### config.mk
export PLATFORM = sky130hd
export DESIGN_NAME = tmea_cell
export DESIGN_NICKNAME = d
export VERILOG_FILES = /design/src/rtl/core/tmea_pkg.sv /design/src/rtl/core/tmea_cell.sv
export SDC_FILE = /design/constraint.sdc
export NUM_CORES = 2
export LEC_CHECK = 0
export ABC_AREA = 1
export ABC_CLOCK_PERIOD_IN_PS = 6300
export BUFFER_PORTS_ARGS = -buffer_cell sky130_fd_sc_hd__clkbuf_2
export CORE_ASPECT_RATIO = 0.7
export CORE_MARGIN = 3
export CORE_UTILIZATION = 60
export DETAILED_ROUTE_END_ITERATION = 12
export PLACE_DENSITY = 0.93
export SLEW_MARGIN = 20
export SYNTH_ARGS = -nofsm -noshare
export SYNTH_HDL_FRONTEND = slang
export SYNTH_SLANG_ARGS = --single-unit
### constraint.sdc
create_clock -name clock -period 6.3 [get_ports clock]
set_clock_uncertainty 0.15 [all_clocks]
set_input_delay 0.315 -clock clock [delete_from_list [all_inputs] [get_ports clock]]
set_output_delay 0.315 -clock clock [all_outputs]
set_load 0.02 [all_outputs]
### src/rtl/core/tmea_pkg.sv
// Package for the text mark edit adjuster: field widths, command codes and the
// request token that travels down the row of mark cells. No dependencies.
package tmea_pkg;

   // Fixed widths of the stream fields.
   localparam int SLOT_W     = 4;
   localparam int FIELD_W    = 31;
   localparam int SIZE_W     = 32;
   localparam int CMD_W      = 2;
   localparam int REQ_DATA_W = 136;
   localparam int RSP_DATA_W = 72;

   // Command codes carried on req_tuser.
   typedef enum logic [CMD_W-1:0] {
      CMD_WRITE = 2'd0,
      CMD_READ  = 2'd1,
      CMD_EDIT  = 2'd2
   } cmd_type;

   // One request as it moves from cell to cell, together with the report of
   // the addressed slot once that slot's cell has been passed.
   typedef struct packed {
      logic                 valid;
      cmd_type              cmd;
      logic [SLOT_W-1:0]    slot;
      logic [FIELD_W-1:0]   new_start;
      logic [FIELD_W-1:0]   new_length;
      logic                 new_grow_at_start;
      logic                 new_grow_at_end;
      logic                 new_in_use;
      logic                 edit_on;
      logic                 edit_ins;
      logic [FIELD_W-1:0]   edit_pos;
      logic [SIZE_W-1:0]    edit_mag;
      logic [SIZE_W:0]      edit_end;
      logic [FIELD_W-1:0]   out_start;
      logic [FIELD_W-1:0]   out_length;
      logic                 out_modified;
      logic                 out_grow_at_start;
      logic                 out_grow_at_end;
      logic                 out_in_use;
   } token_type;

endpackage

### src/rtl/core/tmea_cell.sv
// One mark cell: holds a single text mark, applies the request passing by to
// it and hands the request on to the next cell. Depends on tmea_pkg.
module tmea_cell #(
   parameter int POS_BITS   = 31,
   parameter int CELL_INDEX = 0
) (
   input  logic                clock,
   input  logic                reset,
   input  logic                advance,
   input  tmea_pkg::token_type tok_in,
   output tmea_pkg::token_type tok_out
);
   import tmea_pkg::*;

   // Working width: holds the sum of start and length, and the deletion end.
   localparam int EW = ((POS_BITS > SIZE_W) ? POS_BITS : SIZE_W) + 2;
   localparam logic [EW-1:0] MAX_POS = (EW'(1) << POS_BITS) - EW'(1);
   localparam bit ADDRESSABLE = (CELL_INDEX < (1 << SLOT_W));
   localparam logic [SLOT_W-1:0] CELL_ID = SLOT_W'(CELL_INDEX);

   logic [POS_BITS-1:0] start_ff, start_in;
   logic [POS_BITS-1:0] length_ff, length_in;
   logic                modified_ff, modified_in;
   logic                grow_start_ff, grow_start_in;
   logic                grow_end_ff, grow_end_in;
   logic                active_ff, active_in;
   token_type           tok_ff, tok_in_nx;

   logic [EW-1:0] st_e, len_e, end_e, pos_e, mag_e, pp_e;
   logic          hit;

   // Clamp a working value to the largest position.
   function automatic logic [POS_BITS-1:0] sat_pos(input logic [EW-1:0] v);
      logic [EW-1:0] r;
      r = (v > MAX_POS) ? MAX_POS : v;
      return r[POS_BITS-1:0];
   endfunction

   // Fit a stored position into the reported field width.
   function automatic logic [FIELD_W-1:0] to_field(input logic [POS_BITS-1:0] v);
      logic [EW-1:0] t;
      t = EW'(v);
      return t[FIELD_W-1:0];
   endfunction

   assign st_e  = EW'(start_ff);
   assign len_e = EW'(length_ff);
   assign end_e = st_e + len_e;
   assign pos_e = EW'(tok_in.edit_pos);
   assign mag_e = EW'(tok_in.edit_mag);
   assign pp_e  = EW'(tok_in.edit_end);
   assign hit   = ADDRESSABLE && (tok_in.slot == CELL_ID);

   // Next mark contents for the request at this cell.
   always_comb begin
      start_in      = start_ff;
      length_in     = length_ff;
      modified_in   = modified_ff;
      grow_start_in = grow_start_ff;
      grow_end_in   = grow_end_ff;
      active_in     = active_ff;
      if (tok_in.valid) begin
         case (tok_in.cmd)
            CMD_WRITE: begin
               if (hit) begin
                  start_in      = sat_pos(EW'(tok_in.new_start));
                  length_in     = sat_pos(EW'(tok_in.new_length));
                  modified_in   = 1'b0;
                  grow_start_in = tok_in.new_grow_at_start;
                  grow_end_in   = tok_in.new_grow_at_end;
                  active_in     = tok_in.new_in_use;
               end
            end
            CMD_EDIT: begin
               if (active_ff && tok_in.edit_on && (pos_e <= end_e)) begin
                  if (tok_in.edit_ins) begin
                     // Insertion: grow at the end, shift, or grow inside.
                     if (pos_e == end_e) begin
                        if (grow_end_ff) begin
                           length_in   = sat_pos(len_e + mag_e);
                           modified_in = 1'b1;
                        end
                     end else if ((pos_e < st_e) || ((pos_e == st_e) && !grow_start_ff)) begin
                        start_in = sat_pos(st_e + mag_e);
                     end else begin
                        length_in   = sat_pos(len_e + mag_e);
                        modified_in = 1'b1;
                     end
                  end else if (pos_e < end_e) begin
                     // Deletion: shift left when wholly before, else trim.
                     if (pp_e <= st_e) begin
                        start_in = sat_pos(st_e - mag_e);
                     end else begin
                        modified_in = 1'b1;
                        if (pos_e <= st_e) begin
                           start_in  = sat_pos(pos_e);
                           length_in = (end_e > pp_e) ? sat_pos(end_e - pp_e) : '0;
                        end else begin
                           length_in = (end_e > pp_e) ? sat_pos(len_e - mag_e)
                                                      : sat_pos(pos_e - st_e);
                        end
                     end
                  end
               end
            end
            default: begin
            end
         endcase
      end
   end

   // The request picks up the report when it passes its own slot.
   always_comb begin
      tok_in_nx = tok_in;
      if (hit) begin
         tok_in_nx.out_start         = to_field(start_in);
         tok_in_nx.out_length        = to_field(length_in);
         tok_in_nx.out_modified      = modified_in;
         tok_in_nx.out_grow_at_start = grow_start_in;
         tok_in_nx.out_grow_at_end   = grow_end_in;
         tok_in_nx.out_in_use        = active_in;
      end
   end

   // Mark state and the stage register toward the next cell.
   always_ff @(posedge clock) begin
      if (reset) begin
         start_ff      <= '0;
         length_ff     <= '0;
         modified_ff   <= 1'b0;
         grow_start_ff <= 1'b0;
         grow_end_ff   <= 1'b1;
         active_ff     <= 1'b0;
         tok_ff        <= '0;
      end else if (advance) begin
         start_ff      <= start_in;
         length_ff     <= length_in;
         modified_ff   <= modified_in;
         grow_start_ff <= grow_start_in;
         grow_end_ff   <= grow_end_in;
         active_ff     <= active_in;
         tok_ff        <= tok_in_nx;
      end
   end

   assign tok_out = tok_ff;

endmodule

==> metrics.md, run 1 <==
| Metric | Value |
|---|---|
| H-tree Lvls | 1 |
| GRT Overall Usage | 0.660 |
| Postcts setup bufs | 0 |
| Syn Area/Cell | 5.85 um^2 |
| Register area share after synthesis | 0.189 |
| CTS Buffer Depth | 3 |
| Last stage reached | global routing (5_1_grt) |
| Initial cell density of the core | 0.609 |
| Synth cell types | 58 |
| Log Error | [ERROR GRT-0116] Global routing finished with congestion. Check the congestion regions in the DRC Viewer. |
| Number of synthesized flops with an enable pin | 0 |
| Number of global-route vias before repair | 43100 |
| Flops & latches, synth | 302 |
| Std-Cell Rows | 70 |
| Total grt overflow | 12 |
| Mapped Area | 32000 um^2 |
| Ys async rst share | 0 |
| Post-cts sizing count | 0 |
| Cells after Synth | 5464 |
| DP Worst Slack | 150 ps |
| Yosys warning total | 0 |
| Largest net degree at the start of global routing | 154 |
| TritonCTS Buffers | 31 |
| Net Count, Synth | 5990 |
| Top_reg_cell synth | dfxtp_1 |
| Routability cong. | 1.32 |
| Clock sinks | 302 |
| Chip height | 199 um |
| Final HPWL DP | 134000 um |
| Top Ports | 475 |
| First-pass GRT wire length | 273000 um |
| Port Buffers | 474 |
| Die X | 282 um |
| Outcome | aborted with a tool error |
| Root Driver | clkbuf_16 |
## stage by stage
step            util  area [um^2]  instances
2_1_floorplan      -        32000       5464
3_3_place_gp   0.664        34800       6475
3_5_place_dp   0.664        34800       6475
4_1_cts        0.727        38100       6741
## Yosys cell counts, drive strengths merged (2+ instances only)
master	number	area [um^2]
nand3	312	1620
buf	83	508
ha	280	3500
o211ai	74	556
nor2	720	2770
and2	3	21.3
o22ai	3	18.8
a21oi	637	3240
a211oi	2	15.0
nand4	44	275
inv	549	2070
xnor2	39	342
and3	4	25.0
dfxtp	302	6050
nor4	11	68.8
clkbuf	159	599
a31oi	4	25.0
o221ai	3	26.3
o21bai	34	259
or2	8	50.1
xor2	121	1060
nor3b	3	22.5
nor3	49	245
a21o	19	143
o21a	12	90.1
o21ai	436	2200
nand3b	8	60.1
nand2	1518	5810
fa	7	140
o31ai	2	15.0
a21boi	13	97.6
## repair_timing
item,4_1_cts
setup endpoints to repair,0
endpoints found under the hold margin,211
hold buffers,208
## cells by family after synthesis
group,after synthesis,share of synthesized area
buf+inv,792,0.0994
xor+xnor,160,0.0439
compound gates,1242,0.210
fa+ha+maj,287,0.114
simple gates,2681,0.343
flops,302,0.189
## per-layer routing
| layer | track usage | overflow |
|---|---|---|
| met1 | 0.750 | 2 |
| met2 | 0.785 | 3 |
| met3 | 0.496 | 2 |
| met4 | 0.542 | 5 |
| met5 | 0.146 | 0 |
==> inputs of run 2 (changes only) <==
- CORE_ASPECT_RATIO: 0.7 -> unset
- CORE_UTILIZATION: 60 -> 40
- PLACE_DENSITY: 0.93 -> unset
- PLACE_DENSITY_LB_ADDON: unset -> 0.15
==> run 2 against run 1 <==
Against the previous run:
- area after synthesis unchanged
- synthesized cell count unchanged
- the flow now finishes without violations
==> metrics.md, run 2 <==
| Metric | Value |
|---|---|
| Outcome | complete, no violations (was aborted with a tool error) |
| Final HPWL DP | 158000 um (was 134000 um) |
| Final setup TNS | 0 ps |
| Hold Fails Final Rpt | 0 |
| DRC Markers | 0 |
| Fin. max-slew vios | 0 |
| Vias per cell | 5.73 |
| CP required | 6590 ps |
| Most frequent CP cell | nand2_1 |
| Largest net degree at the start of global routing | 165 |
| Number of synthesized flops with an enable pin | 0 (unchanged) |
| First-pass GRT wire length | 271000 um |
| Clock power share | 0.279 |
| Worst Setup Slack, final | 257 ps |
| Die X | 289 um (was 282 um) |
| Synth cell count leaders | nand2_1, nor2_1, a21oi_1 (unchanged) |
| Std-Cell Rows | 103 (was 70) |
| Int Power | 0.00480 W |
| Worst-path clk slew | 60 ps |
| Met2 Track Usage GR | 0.650 |
| Area occupied by multi-input gates | 22800 um^2 |
| RSZ-0062 raised after global routing | yes |
| P&R area growth vs syn | 25.1% |
| DR pass1 iterations | 6 |
| Root Driver | clkbuf_16 (unchanged) |
| Sequential fraction of design power | 0.240 |
| Crit path largest cell delay | 480 ps |
| Crit path DAT | 6330 ps |
| Critical Path Fanout Max | 21 |
| Combinational power share | 0.481 |
| Top Ports | 475 (unchanged) |
| Top-count cell post-synth | nand2_1 (unchanged) |
| Critical path endpoint category | register |
| Top_reg_cell synth | dfxtp_1 (unchanged) |
| Register area share after synthesis | 0.189 (unchanged) |
| Min-Delay Path Class | input port to register |
| Routability cong. | 1.10 (was 1.32) |
| Worst path slowest cell | dfxtp_1 |
| Initial cell density of the core | 0.404 (was 0.609) |
| Worst-margin pin slew | 1220 ps |
| Area after DPL | 36200 um^2 (was 34800 um^2) |
| Chip height | 289 um (was 199 um) |
| Placed insts | 6941 (was 6475) |
| Worst skew pair latency | 620 ps |
| FF/Latch Area | 6050 um^2 |
| Area contributors post-synth | dfxtp_1, nand2_1, ha_1 (unchanged) |
| Synth cell types | 58 (unchanged) |
| Layer with the highest usage | met2 |
| VDD IR max | 0.000193 V |
| Initial DRC count | 5467 |
| Fraction of layout cells with a size suffix above 1 | 0.139 |
| Final setup vio count | 0 |
| Net Count, Synth | 5990 (unchanged) |
| Max-cap violation count | 0 |
| DP Worst Slack | -135 ps (was 150 ps) |
| Final worst path period share | 0.959 |
| P_leak | 20.1 nW |
| Filler cells | 8224 |
| Worst slew margin | 0.181 |
| Initial antenna violation count | 12 |
| Yosys top cell area share | 0.189 (unchanged) |
| Setup CP Type | register to register |
| Post-DRT Antenna Nets | 0 |
| Placeable Area | 79000 um^2 |
| PwrDens | 227 nW/um^2 |
| Psw | 0.00426 W |
| Final instance area | 40000 um^2 |
| Post-Layout Cell Count | 7242 |
| Total grt overflow | 0 |
| GRT Overall Usage | 0.450 |
| Avg WL per Cell | 26.9 um |
| Die Area | 83300 um^2 |
| Fmax | 165 MHz |
| Nets | 6681 |
| Commonest non-fill, non-tap cell in the layout | nand2_1 |
| Routed vias | 41500 |
| Port Buffers | 474 (unchanged) |
| Met1 usage | 0.604 |
| Yosys top cell by area | dfxtp_1 (unchanged) |
| Max reg flops | 236 |
| Number of global-route vias before repair | 37600 |
| Flops & latches, synth | 302 (unchanged) |
| Ys async rst share | 0 (unchanged) |
| Yosys warning total | 0 (unchanged) |
| Commonest non-fill, non-tap cells in the layout | nand2_1, nor2_1, a21oi_1, inv_1, clkbuf_2 |
| Tmin final | 6040 ps |
| Switch share | 0.470 |
| Drt total wl | 195000 um |
| Mapped Area | 32000 um^2 (unchanged) |
| Syn Area/Cell | 5.85 um^2 (unchanged) |
| Met3 GRT Util | 0.127 |
| CTS tree | built |
| Final Hold Slack | 14.0 ps |
| Clock sinks | 302 (unchanged) |
| CP startpoint kind | register |
| TritonCTS Buffers | 40 (was 31) |
| H-tree Lvls | 2 (was 1) |
| CTS Buffer Depth | 3 (unchanged) |
| Cells after Synth | 5464 (unchanged) |
[run 2: path summary, 6_finish.rpt]
| path | start | endpoint | slack, ps | depth (start not counted) |
|---|---|---|---|---|
| worst min register to register | tok_out[25] | tok_out[25] | 320 | 2 |
| worst max register to register | length_ff[2] | tok_out[31] | 260 | 37 |
| worst max-delay path | length_ff[2] | tok_out[31] | 260 | 37 |
| worst min-delay path | advance | tok_out[75] | 10 | 2 |
[run 2: worst max-delay path, delay by kind of cell, from the launching register on]
kind / cells / cell delay [ps]
compound gates: 12 / 2010
buf+inv: 4 / 530
simple gates: 18 / 1850
fa+ha+maj: 2 / 680
flops: 1 / 480
xor+xnor: 1 / 170
[run 2: metrics by stage]
stage,power [W],util
final,0.00906,0.506
after global routing,0.00936,0.506
after CTS,0.00887,0.504
after detailed placement,0.00622,0.458
after global placement,0.00625,0.458
after floorplan,0.00436,-
[run 2: kinds of logic (layout without fill, tap and decap cells)]
logic type,after synthesis,count (layout),synth area share
other cells,0,6,0
compound gates,1242,1242,0.210
flops,302,302,0.189
fa+ha+maj,287,287,0.114
buf+inv,792,1514,0.0994
simple gates,2681,2681,0.343
xor+xnor,160,160,0.0439
[run 2: repair_timing]
action                     4_1_cts  5_1_grt
resized for setup                3       23
hold buffers                   220        0
cloned                           0        0
buffers inserted                 0        2
setup endpoints to repair        8       92
pin swaps                        0        4
hold endpoints to repair       220        0
[run 2: cell type report]
cell class | instances | share of cell area
inverter | 550 | 0.0521
antenna | 6 | 0.000376
clock buffer | 54 | 0.0291
timing repair buffer | 891 | 0.156
clock inverter | 19 | 0.00673
multi-input combinational | 4370 | 0.571
tap | 1050 | 0.0329
sequential | 302 | 0.151
[run 2: metal layers]
metal / up-vias / wire [um] / share of wire
met3: 477 / 22000 / 0.11
met1: 19300 / 82000 / 0.42
met2: 2401 / 78600 / 0.40
li1: 19300 / - / -
met4: 16 / 12300 / 0.063
met5: - / 90 / 0.00046
[run 2: power by group through the flow]
stage	Combinational (W)	Clock [W]	Sequential, W
floorplan	0.00207	0	0.00229
global placement	0.00406	0	0.00220
detailed placement	0.00402	0	0.00220
CTS	0.00415	0.00255	0.00216
global route	0.00456	0.00262	0.00218
finish	0.00436	0.00253	0.00217
Power figures use the tool's default switching activity.
